==> src/rtl/camellia_block_encrypt_assert.svh <==
// Assertion macros shared by the camellia RTL files.
// Depends on nothing; included inside module bodies.
`ifndef CAMELLIA_BLOCK_ENCRYPT_ASSERT_SVH
`define CAMELLIA_BLOCK_ENCRYPT_ASSERT_SVH
`define CAM_ASSERT(lbl, prop, msg) \
  lbl: assert property (@(posedge clk) disable iff (!rst_n) prop) else $error(msg);
`define CAM_ASSERT_NEXT(lbl, pre, post, msg) \
  lbl: assert property (@(posedge clk) disable iff (!rst_n) (pre) |=> (post)) else $error(msg);
`endif

==> src/rtl/cam_pkg.sv <==
// Camellia constants, types, s-box and F/FL functions.
// Used by every camellia RTL module.
`default_nettype none
package cam_pkg;
  localparam int SlotCount = 34;
  localparam int SlotKl = 24;
  localparam int SlotKw = 30;
  localparam int RoundMax = 24;
  localparam int Stages = RoundMax + 5;
  localparam int FifoDepth = 4;
  localparam logic OP_LOAD = 1'b0;
  localparam logic OP_ENC = 1'b1;

  typedef logic [63:0] word_t;

  typedef struct packed {
    word_t hi;
    word_t lo;
  } blk_t;

  typedef struct packed {
    logic  full;
    logic  empty;
  } qstat_t;

  localparam logic [7:0] SBOX [256] = '{
    112,130, 44,236,179, 39,192,229,228,133, 87, 53,234, 12,174, 65,
     35,239,107,147, 69, 25,165, 33,237, 14, 79, 78, 29,101,146,189,
    134,184,175,143,124,235, 31,206, 62, 48,220, 95, 94,197, 11, 26,
    166,225, 57,202,213, 71, 93, 61,217,  1, 90,214, 81, 86,108, 77,
    139, 13,154,102,251,204,176, 45,116, 18, 43, 32,240,177,132,153,
    223, 76,203,194, 52,126,118,  5,109,183,169, 49,209, 23,  4,215,
     20, 88, 58, 97,222, 27, 17, 28, 50, 15,156, 22, 83, 24,242, 34,
    254, 68,207,178,195,181,122,145, 36,  8,232,168, 96,252,105, 80,
    170,208,160,125,161,137, 98,151, 84, 91, 30,149,224,255,100,210,
     16,196,  0, 72,163,247,117,219,138,  3,230,218,  9, 63,221,148,
    135, 92,131,  2,205, 74,144, 51,115,103,246,243,157,127,191,226,
     82,155,216, 38,200, 55,198, 59,129,150,111, 75, 19,190, 99, 46,
    233,121,167,140,159,110,188,142, 41,245,249,182, 47,253,180, 89,
    120,152,  6,106,231, 70,113,186,212, 37,171, 66,136,162,141,250,
    114,  7,185, 85,248,238,172, 10, 54, 73, 42,104, 60, 56,241,164,
     64, 40,211,123,187,201, 67,193, 21,227,173,244,119,199,128,158
  };

  function automatic logic [7:0] s1(input logic [7:0] x);
    s1 = SBOX[x];
  endfunction
  function automatic logic [7:0] s2(input logic [7:0] x);
    logic [7:0] v;
    v = SBOX[x];
    s2 = {v[6:0], v[7]};
  endfunction
  function automatic logic [7:0] s3(input logic [7:0] x);
    logic [7:0] v;
    v = SBOX[x];
    s3 = {v[0], v[7:1]};
  endfunction
  function automatic logic [7:0] s4(input logic [7:0] x);
    s4 = SBOX[{x[6:0], x[7]}];
  endfunction

  function automatic word_t f_fn(input word_t d, input word_t k);
    word_t x;
    logic [7:0] t1, t2, t3, t4, t5, t6, t7, t8;
    x = d ^ k;
    t1 = s1(x[63:56]); t2 = s2(x[55:48]); t3 = s3(x[47:40]); t4 = s4(x[39:32]);
    t5 = s2(x[31:24]); t6 = s3(x[23:16]); t7 = s4(x[15:8]);  t8 = s1(x[7:0]);
    f_fn = {t1 ^ t3 ^ t4 ^ t6 ^ t7 ^ t8, t1 ^ t2 ^ t4 ^ t5 ^ t7 ^ t8,
            t1 ^ t2 ^ t3 ^ t5 ^ t6 ^ t8, t2 ^ t3 ^ t4 ^ t5 ^ t6 ^ t7,
            t1 ^ t2 ^ t6 ^ t7 ^ t8,      t2 ^ t3 ^ t5 ^ t7 ^ t8,
            t3 ^ t4 ^ t5 ^ t6 ^ t8,      t1 ^ t4 ^ t5 ^ t6 ^ t7};
  endfunction

  function automatic logic [31:0] rotl1(input logic [31:0] v);
    rotl1 = {v[30:0], v[31]};
  endfunction

  function automatic word_t fl_fwd(input word_t d, input word_t k);
    logic [31:0] x1, x2;
    x1 = d[63:32];
    x2 = d[31:0] ^ rotl1(d[63:32] & k[63:32]);
    x1 = x1 ^ (x2 | k[31:0]);
    fl_fwd = {x1, x2};
  endfunction

  function automatic word_t fl_inv(input word_t d, input word_t k);
    logic [31:0] y1, y2;
    y1 = d[63:32] ^ (d[31:0] | k[31:0]);
    y2 = d[31:0] ^ rotl1(y1 & k[63:32]);
    fl_inv = {y1, y2};
  endfunction
endpackage
`default_nettype wire

==> src/rtl/cam_front.sv <==
// Front end: accepts items, writes the subkey store, queues encrypt blocks.
// Depends on cam_pkg.
`default_nettype none
module cam_front #(
  parameter int QDEPTH = cam_pkg::FifoDepth
) (
  input  wire logic           clk,
  input  wire logic           rst_n,
  input  wire logic           in_valid,
  output logic                in_ready,
  input  wire logic           op,
  input  wire logic [5:0]     idx,
  input  wire cam_pkg::word_t val,
  input  wire cam_pkg::blk_t  plain,
  input  wire logic           back_busy,
  output logic                key_we,
  output logic [5:0]          key_idx,
  output cam_pkg::word_t      key_val,
  output logic                q_valid,
  input  wire logic           q_ready,
  output cam_pkg::blk_t       q_data,
  output cam_pkg::qstat_t     q_stat
);
  import cam_pkg::*;
  localparam int AW = $clog2(QDEPTH);
  blk_t          mem_r [QDEPTH];
  logic [AW-1:0] wp_r, rp_r;
  logic [AW:0]   cnt_r, cnt_nxt;
  logic          push, pop;

  assign q_stat.full  = (cnt_r == (AW+1)'(QDEPTH));
  assign q_stat.empty = (cnt_r == '0);
  // hold a load until every queued and running block is done
  assign in_ready = !q_stat.full &&
                    ((op == OP_ENC) || (q_stat.empty && !back_busy));
  assign push = in_valid && in_ready && (op == OP_ENC);
  assign pop  = q_valid && q_ready;
  assign q_valid = !q_stat.empty;
  assign q_data  = mem_r[rp_r];
  assign key_we  = in_valid && in_ready && (op == OP_LOAD) && (idx < 6'(SlotCount));
  assign key_idx = idx;
  assign key_val = val;
  assign cnt_nxt = cnt_r + (AW+1)'(push) - (AW+1)'(pop);

  always_ff @(posedge clk) begin
    if (push) begin
      mem_r[wp_r] <= plain;
    end
    if (!rst_n) begin
      wp_r <= '0;
      rp_r <= '0;
      cnt_r <= '0;
    end else begin
      if (push) wp_r <= (wp_r == AW'(QDEPTH - 1)) ? '0 : wp_r + 1'b1;
      if (pop) rp_r <= (rp_r == AW'(QDEPTH - 1)) ? '0 : rp_r + 1'b1;
      cnt_r <= cnt_nxt;
    end
  end

  `include "camellia_block_encrypt_assert.svh"
  `CAM_ASSERT(a_cnt_range, (cnt_r <= (AW+1)'(QDEPTH)), "queue count overflow")
  `CAM_ASSERT_NEXT(a_push_cnt, (push && !pop), (cnt_r == $past(cnt_r) + 1'b1), "push lost")
  `CAM_ASSERT(a_excl, !(push && key_we), "load and encrypt at once")
endmodule
`default_nettype wire

==> config.mk <==
export PLATFORM = sky130hd
export DESIGN_NAME = cam_front
export DESIGN_NICKNAME = d
export VERILOG_FILES = /design/src/rtl/cam_pkg.sv /design/src/rtl/cam_front.sv
export VERILOG_INCLUDE_DIRS = /design/src /design/src/rtl
export SDC_FILE = /design/constraint.sdc
export NUM_CORES = 1
export LEC_CHECK = 0
export BUFFER_PORTS_ARGS = -buffer_cell sky130_fd_sc_hd__buf_2
export CAP_MARGIN = 0
export CORE_MARGIN = 4
export CORE_UTILIZATION = 40
export DETAILED_ROUTE_END_ITERATION = 7
export SLEW_MARGIN = 20
export SYNTH_ARGS = -nofsm -noshare
export SYNTH_HDL_FRONTEND = slang
export SYNTH_SLANG_ARGS = --single-unit
==> constraint.sdc <==
create_clock -name clk -period 5 [get_ports clk]
set_clock_uncertainty 0.1 [all_clocks]
set_input_delay 0 -clock clk [delete_from_list [all_inputs] [get_ports clk]]
set_output_delay 0 -clock clk [all_outputs]
set_load 0.005 [all_outputs]
# Word level (Yosys, flattened, before mapping)
# Memory sizes are Yosys's and may differ from the RTL's. A register that Yosys moved wholly into a read port is not among the register bits.
# Cells that the tools add are included.
# classes
n_addsub	4
order_cmp	1
eq_ne	3
n_mux	6
bitwise	1
n_reduce_logical	12
# ops
cell	count
2-to-1 mux 2 bit	4
logical AND 1 bit	7
< comparator 6 bit (second input constant)	1
adder 2 x 1 -> 2 bit (second input constant)	2
== test 2 bit (second input constant)	2
adder 3 x 1 -> 3 bit	1
== test 3 bit (second input constant)	1
zero test 1 bit	3
zero test 3 bit	1
subtractor 3 x 1 -> 3 bit	1
2-to-1 mux 1 bit	2
logical OR 1 bit	1
inverter 1 bit	1
# word_totals
regBits	7
ram_bits	512
in_bits	204
output_inout_bits	203
word_cells	31
memories	1
# memory_table
memory	words	word_bits	read_ports	rd_clocked_by_memory_dff	wr	line_no	source
mem_r	4	128	1	1	1	cam_front.sv:26	blk_t mem_r [QDEPTH];

# Depth between registers and ports, before layout
# Gate-level depths: netlist of run 1.
# logic_depth
depth_word	8
depth_mapped	12

# Worst setup path after synthesis of run 1
# Ideal clock, no wire load.
# synth_timing
path_type	register to register
start	reg cnt_r[1]
end	mem mem_r[1][0] (netlist bit), enable pin
setup_time_ns	0.502
t_arrival_ns	3.775
setup_slack_ns	0.623
stages_incl_launch_ff	5
n_path_buf	1
path_cell_list	dfxtp_1 or3b_1 and3_1 buf_6 and2_1
# synth_via
elab_chain_len	8
elab_cells_between_ends	10
cone_classes	1 x eq/ne; 2 x mux; 7 x reduce/logical
# synth_rtl
element	line_no	source
from (decl)	cam_front.sv:28	logic [AW:0] cnt_r, cnt_nxt;
from (signal assigned)	cam_front.sv:56	cnt_r <= cnt_nxt;
zero test 3 bit	cam_front.sv:32	assign q_stat.empty = (cnt_r == '0);
logical AND 1 bit	cam_front.sv:35	((op == OP_ENC) || (q_stat.empty && !back_busy));
logical OR 1 bit	cam_front.sv:35	
logical AND 1 bit *	cam_front.sv:34	assign in_ready = !q_stat.full &&
logical AND 1 bit * (2 in a row)	cam_front.sv:36	assign push = in_valid && in_ready && (op == OP_ENC);
2-to-1 mux 1 bit *	cam_front.sv:46	if (push) begin
2-to-1 mux 1 bit (implied by the code) *	cam_front.sv:47	mem_r[wp_r] <= plain;
to (decl)	cam_front.sv:26	
# Mark *: on every way between the ends. The rest lies on a longest branch, timed or not.

==> results of run 1 <==
logic make-up after synthesis:
family                   after synthesis  share of synthesized area
flip-flops                           521                     0.8001
multiplexers                         130                     0.1493
buffers and inverters                107                    0.03585
AND/OR/NAND/NOR                       26                   0.007079
adder cells (fa/ha/maj)                8                   0.005534
AO/OA/AOI/OAI                          4                   0.001287
XOR/XNOR                               2                  0.0009011
critical path: stages, from the launching register on:
cell     delay (ns)
dfxtp_4        0.76
buf_12         0.55
mux4_2         0.63
buf_2          0.15
repair_timing:
action | CTS | global route
endpoints found under the hold margin | 586 | 0
endpoints found under the setup margin | 0 | 0
hold buffers | 198 | 0
setup buffers | 0 | 0
cells in the mapped netlist (all sizes together):
library cell | count | area, um2
edfxtp | 512 | 15370
mux4 | 128 | 2883
buf | 98 | 663.1
dfxtp | 9 | 180.2
ha | 7 | 87.58
inv | 7 | 26.28
and2 | 6 | 40.03
nand2 | 6 | 22.52
nor2 | 5 | 18.77
nand3 | 3 | 15.01
clkbuf | 2 | 7.510
mux2i | 2 | 20.02
o21ai | 2 | 10.01
xnor2 | 2 | 17.52
a21oi | 1 | 5.000
and3 | 1 | 6.260
fa | 1 | 20.02
nor2b | 1 | 6.260
nor3 | 1 | 5.000
o31a | 1 | 10.01
or3 | 1 | 7.510
or3b | 1 | 8.760
or4 | 1 | 7.510
how the worst max path moves through the flow:
stage,depth (start not counted),to,startpoint,slack (ns)
2_1_floorplan,4,mem_r[1][0],cnt_r[1],0.62
3_3_place_gp,4,mem_r[0][98],cnt_r[1],2.29
3_5_place_dp,4,mem_r[0][96],cnt_r[1],2.24
4_1_cts,3,q_data[0],flip-flop,2.02
5_1_grt,3,q_data[124],flip-flop,1.92
6_report,3,q_data[0],flip-flop,2.17
per-layer routing:
metal,track usage,up-vias,part of all wire
met3,0.04063,58,0.059
met5,0,-,0
li1,-,4157,-
met2,0.2658,291,0.52
met1,0.1921,4838,0.40
met4,0.03904,0,0.021
where the power goes:
group	internal (mW)	leakage (nW)	total (mW)	switching, mW
logic	1.04	2.84	1.89	0.852
registers	5.01	4.72	5.16	0.145
clock network	2.23	0.809	3.76	1.54
through the flow:
stage | instances | utilization
floorplan | 798 | -
global route | 1895 | 0.5172
CTS | 1893 | 0.5171
detailed placement | 1601 | 0.4411
global placement | 1601 | 0.4411
finish | 1895 | 0.5172
flip-flops by register name, indices dropped and copies added, names as in the netlist, named ones only:
name and flops:
rp_r 2, wp_r 2, mem_r 512, cnt_r 3
cell type report:
cell class	instances	area, um2
diodes	2	5.005
flip-flops and latches	521	15560
clock inverters	21	202.7
clock buffers	73	1454
inverters	7	26.28
well taps	615	769.5
fillers	3811	23100
repair buffers	486	3528
multi-input cells	170	3198
==> impl_metrics.env, run 1 <==
export IMPL_rsz0062_at_grt="no"
export IMPL_layout_common_cells="edfxtp_1, buf_2, dlygate4sd3_1"
export IMPL_hold_slack_ns=0.06524
export IMPL_synth_nets=1010
export IMPL_htreeDepth=2
export IMPL_cp_arrival_ns=2.73
export IMPL_die_h_um=228.5
export IMPL_path_max_fanout=68
export IMPL_outcome="finished, final reports clean"
export IMPL_wirelength_um=40260
export IMPL_numCtsBuffers=53
export IMPL_clock_fmax_mhz=353.2
export IMPL_first_global_vias=10500
export IMPL_layout_min_cycle_time_ns=2.832
export IMPL_grt_start_max_net_pins=69
export IMPL_antenna_found_initial=2
export IMPL_syn_to_final_growth_pct=27.28
export IMPL_grtUsageTotal=0.1530
export IMPL_power_density_mw_per_mm2=436.7
export IMPL_final_nets=1451
export IMPL_crit_type="flip-flop to primary output"
export IMPL_r2r_cells=11
export IMPL_initial_core_util=0.4064
export IMPL_initialDrtViolationCount=510
export IMPL_seq_area_frac_synth=0.8001
export IMPL_synth_distinct_cells=27
export IMPL_clock_sinks=521
export IMPL_hpwl_um=22610
export IMPL_cap_violations=0
export IMPL_tritoncts="yes"
export IMPL_r2r_start="cnt_r[1]"
export IMPL_synth_avg_cell_area_um2=24.36
export IMPL_dieArea_mm2=0.05220
export IMPL_finalSetupViolCount=0
export IMPL_final_layout_size_suffix_gt1_frac=0.3865
export IMPL_r2r_end="cnt_r[2]"
export IMPL_gp_congestion=0.7221
export IMPL_portBuffers=276
export IMPL_fin_crit_sh=0.5663
export IMPL_endpoint_kind="primary output"
export IMPL_tightestPinTransition_ns=1.016
export IMPL_synth_cells=798
export IMPL_synth_seq_cells=521
export IMPL_relSlewSlack=0.3225
export IMPL_layout_commonest_cell="edfxtp_1"
export IMPL_hp_class="primary input to flip-flop"
export IMPL_synthesis_area_mm2=0.01944
export IMPL_min_to="mem_r[1][84]"
export IMPL_path_clk_slew_ns=0.06
export IMPL_grt_pass1_wl_um=62310
export IMPL_first_pass_iters=4
export IMPL_final_cell_area_mm2=0.02475
export IMPL_vias=9344
export IMPL_clockBufferDepth=3
export IMPL_startpoint_type="flip-flop"
export IMPL_p_leak_nw=8.365
export IMPL_dp_slack_ns=2.242
export IMPL_yosys_warnings=0
export IMPL_place_area_mm2=0.02110
export IMPL_wire_per_inst_um=21.25
export IMPL_io_pin_count=407
export IMPL_clk_latency_ns=0.57
export IMPL_fin_ws_ns=2.168
export IMPL_fin_setup_tns_ns=0
export IMPL_worstPathRequired_ns=4.90
export IMPL_worstHoldStart="plain[84]"
export IMPL_reg2reg_setup_slack_ns=2.34
export IMPL_grt_overflow_total=0
export IMPL_fp_row_count=80
export IMPL_root_buffer="clkbuf_16"
export IMPL_cts_resized=0
export IMPL_core_area_mm2=0.04785
export IMPL_drc_errors=0
export IMPL_die_w_um=228.5
export IMPL_peakVddDrop_mv=0.2767
export IMPL_slew_violations=0
export IMPL_total_power_mw=10.81
export IMPL_ant_nets=0
export IMPL_whs_path_depth=2
export IMPL_vias_per_cell=4.931
export IMPL_final_hold_viol_count=0
Note: power is estimated with default switching activity, not from simulation.
==> inputs of run 2 (changes only) <==
ABC_AREA = 1   (was unset)
clock period = 2.5 ns   (was 5 ns; I/O delays follow)
==> impl_metrics.env, run 2 <==
export IMPL_outcome="complete, but fails checks"
export IMPL_violations="negative setup slack"
export IMPL_portBuffers=276
export IMPL_relSlewSlack=0.4869
export IMPL_clock_fmax_mhz=398.8
export IMPL_gp_congestion=0.7101
export IMPL_rsz0062_at_grt="yes"
export IMPL_dieArea_mm2=0.05446
export IMPL_endpoint_kind="primary output"
export IMPL_finish_utilization=0.5119
export IMPL_fp_row_count=82
export IMPL_clk_latency_ns=0.58
export IMPL_synth_edf_count=512
export IMPL_instances_no_fill=2504
export IMPL_power_density_mw_per_mm2=933.0
export IMPL_reg_top3="mem_r: 512 flops, cnt_r: 3 flops"
export IMPL_htreeDepth=2
export IMPL_regMostFlops="mem_r"
export IMPL_synth_cells=1385
export IMPL_multi_input_area_mm2=0.003722
export IMPL_hold_slack_ns=0.06023
export IMPL_syn_to_final_growth_pct=26.40
export IMPL_yosys_warnings=0
export IMPL_initial_core_util=0.4050
export IMPL_fin_crit_sh=1.003
export IMPL_die_w_um=233.4
export IMPL_layout_min_cycle_time_ns=2.508
export IMPL_io_pin_count=407
export IMPL_seq_area_mm2=0.01556
export IMPL_layout_common_cells="edfxtp_1, buf_2, nor2_1"
export IMPL_largest_reg_flops=512
export IMPL_synth_area_leaders="edfxtp_1, nor2_1, o21ai_0"
export IMPL_peakVddDrop_mv=0.7114
export IMPL_clock_sinks=521
export IMPL_synth_seq_cells=521
export IMPL_root_buffer="clkbuf_16"
export IMPL_synth_distinct_cells=24
export IMPL_core_area_mm2=0.05017
export IMPL_worstPathRequired_ns=2.40
export IMPL_fin_ws_ns=-0.007758
export IMPL_finalSetupViolCount=1
export IMPL_yosys_cell_count_top_type="edfxtp_1"
export IMPL_grt_overflow_total=0
export IMPL_ant_nets=0
export IMPL_grt_start_max_net_pins=132
export IMPL_synth_main_ff_cell="edfxtp_1"
export IMPL_vias=12570
export IMPL_placed_cells=2203
export IMPL_seq_area_frac_synth=0.7656
export IMPL_cp_arrival_ns=2.41
export IMPL_wire_per_inst_um=19.82
export IMPL_die_h_um=233.4
export IMPL_path_max_fanout=131
export IMPL_final_layout_size_suffix_gt1_frac=0.2578
export IMPL_clockBufferDepth=3
export IMPL_first_pass_iters=4
export IMPL_cap_violations=0
export IMPL_synth_top_area_share=0.7567
export IMPL_total_power_mw=23.96
export IMPL_hpwl_um=28320
export IMPL_layout_commonest_cell="edfxtp_1"
export IMPL_path_clk_slew_ns=0.06
export IMPL_grtUsageTotal=0.1772
export IMPL_synth_avg_cell_area_um2=14.67
export IMPL_synth_common_cells="edfxtp_1, nor2_1, o21ai_0"
export IMPL_dp_slack_ns=0.3639
export IMPL_antenna_found_initial=8
export IMPL_slew_violations=0
export IMPL_num_fill_cells=4161
export IMPL_numCtsBuffers=53
export IMPL_vias_per_cell=5.018
export IMPL_final_nets=1995
export IMPL_p_leak_nw=9.013
export IMPL_drc_errors=0
export IMPL_first_global_vias=12700
export IMPL_initialDrtViolationCount=775
export IMPL_synth_nets=1597
export IMPL_tritoncts="yes"
export IMPL_async_flop_share=0
export IMPL_crit_type="flip-flop to primary output"
export IMPL_wirelength_um=49630
export IMPL_startpoint_type="flip-flop"
export IMPL_synthesis_area_mm2=0.02032
export IMPL_grt_pass1_wl_um=74460
export IMPL_final_hold_viol_count=0
export IMPL_hp_class="primary input to flip-flop"
export IMPL_yosysTopAreaCell="edfxtp_1"
export IMPL_tightestPinTransition_ns=0.7697
[run 2: cell types whose count changed after synthesis, moves of 8 or more]
| cell | before | now |
|---|---|---|
| o22ai_2 | 0 | 40 |
| buf_1 | 11 | 3 |
| inv_1 | 7 | 16 |
| buf_2 | 14 | 32 |
| nand2_1 | 6 | 15 |
| o22ai_1 | 0 | 88 |
| mux4_2 | 128 | 0 |
| nor2_1 | 5 | 235 |
| clkbuf_1 | 2 | 34 |
| o21ai_0 | 2 | 148 |
| nor2_2 | 0 | 40 |
| o21ai_1 | 0 | 112 |
[run 2: path summary, 6_finish.rpt]
path,from,to,slack (ns),depth (start not counted)
worst min register to register,rp_r[1],flip-flop,0.42,2
worst max-delay path,flip-flop,q_data[65],-0.008,4
worst min-delay path,in_valid,cnt_r[1],0.06,5
worst max register to register,cnt_r[1],cnt_r[2],0.39,10
[run 2: timing repair]
item	in CTS	in global routing
endpoints found under the hold margin	586	0
hold buffers	197	0
setup buffers	0	0
gates resized for setup	0	17
endpoints found under the setup margin	0	71
[run 2: through the flow]
| step | area, um2 | setup TNS, ns |
|---|---|---|
| floorplan | 20370 | -310.70 |
| global placement | 21960 | 0 |
| detailed placement | 21960 | 0 |
| CTS | 25640 | 0 |
| global route | 25680 | -1.572 |
| finish | 25680 | -0.007758 |
[run 2: final cells by class]
cell class	count	share of cell area
flip-flops and latches	521	0.6061
repair buffers	497	0.1455
multi-input cells	691	0.1449
clock buffers	63	0.05476
well taps	672	0.03274
clock inverters	32	0.01194
inverters	19	0.003167
diodes	9	0.0008770
[run 2: cells by family (layout without fill, tap and decap cells)]
kind of cell             count (synthesis)  in the layout  share of synthesized area
AO/OA/AOI/OAI                          390            390                     0.1163
adder cells (fa/ha/maj)                  8              8                   0.005296
buffers and inverters                  173            611                    0.05352
flip-flops                             521            521                     0.7656
other                                    0              9                          0
AND/OR/NAND/NOR                        293            293                    0.05931
[run 2: routing by layer]
metal  up-vias  track usage  wire length (um)
li1       5917            -                 -
met5         -            0                 0
met4         0      0.07891              1777
met1      6140       0.2054             19000
met3        96      0.04341              3686
met2       412       0.3116             25170
[run 2: report_power, final]
group	switching (mW)	leakage, nW	internal [mW]	total, mW
Sequential	0.180	4.72	10.1	10.3
Combinational	3.63	3.46	2.32	5.96
Clock	3.14	0.835	4.60	7.74
[run 2: worst max-delay path: stages (launching register included)]
cell,delay [ns]
dfxtp_4,0.60
buf_16,0.37
o21ai_1,0.14
o22ai_1,0.31
buf_2,0.18
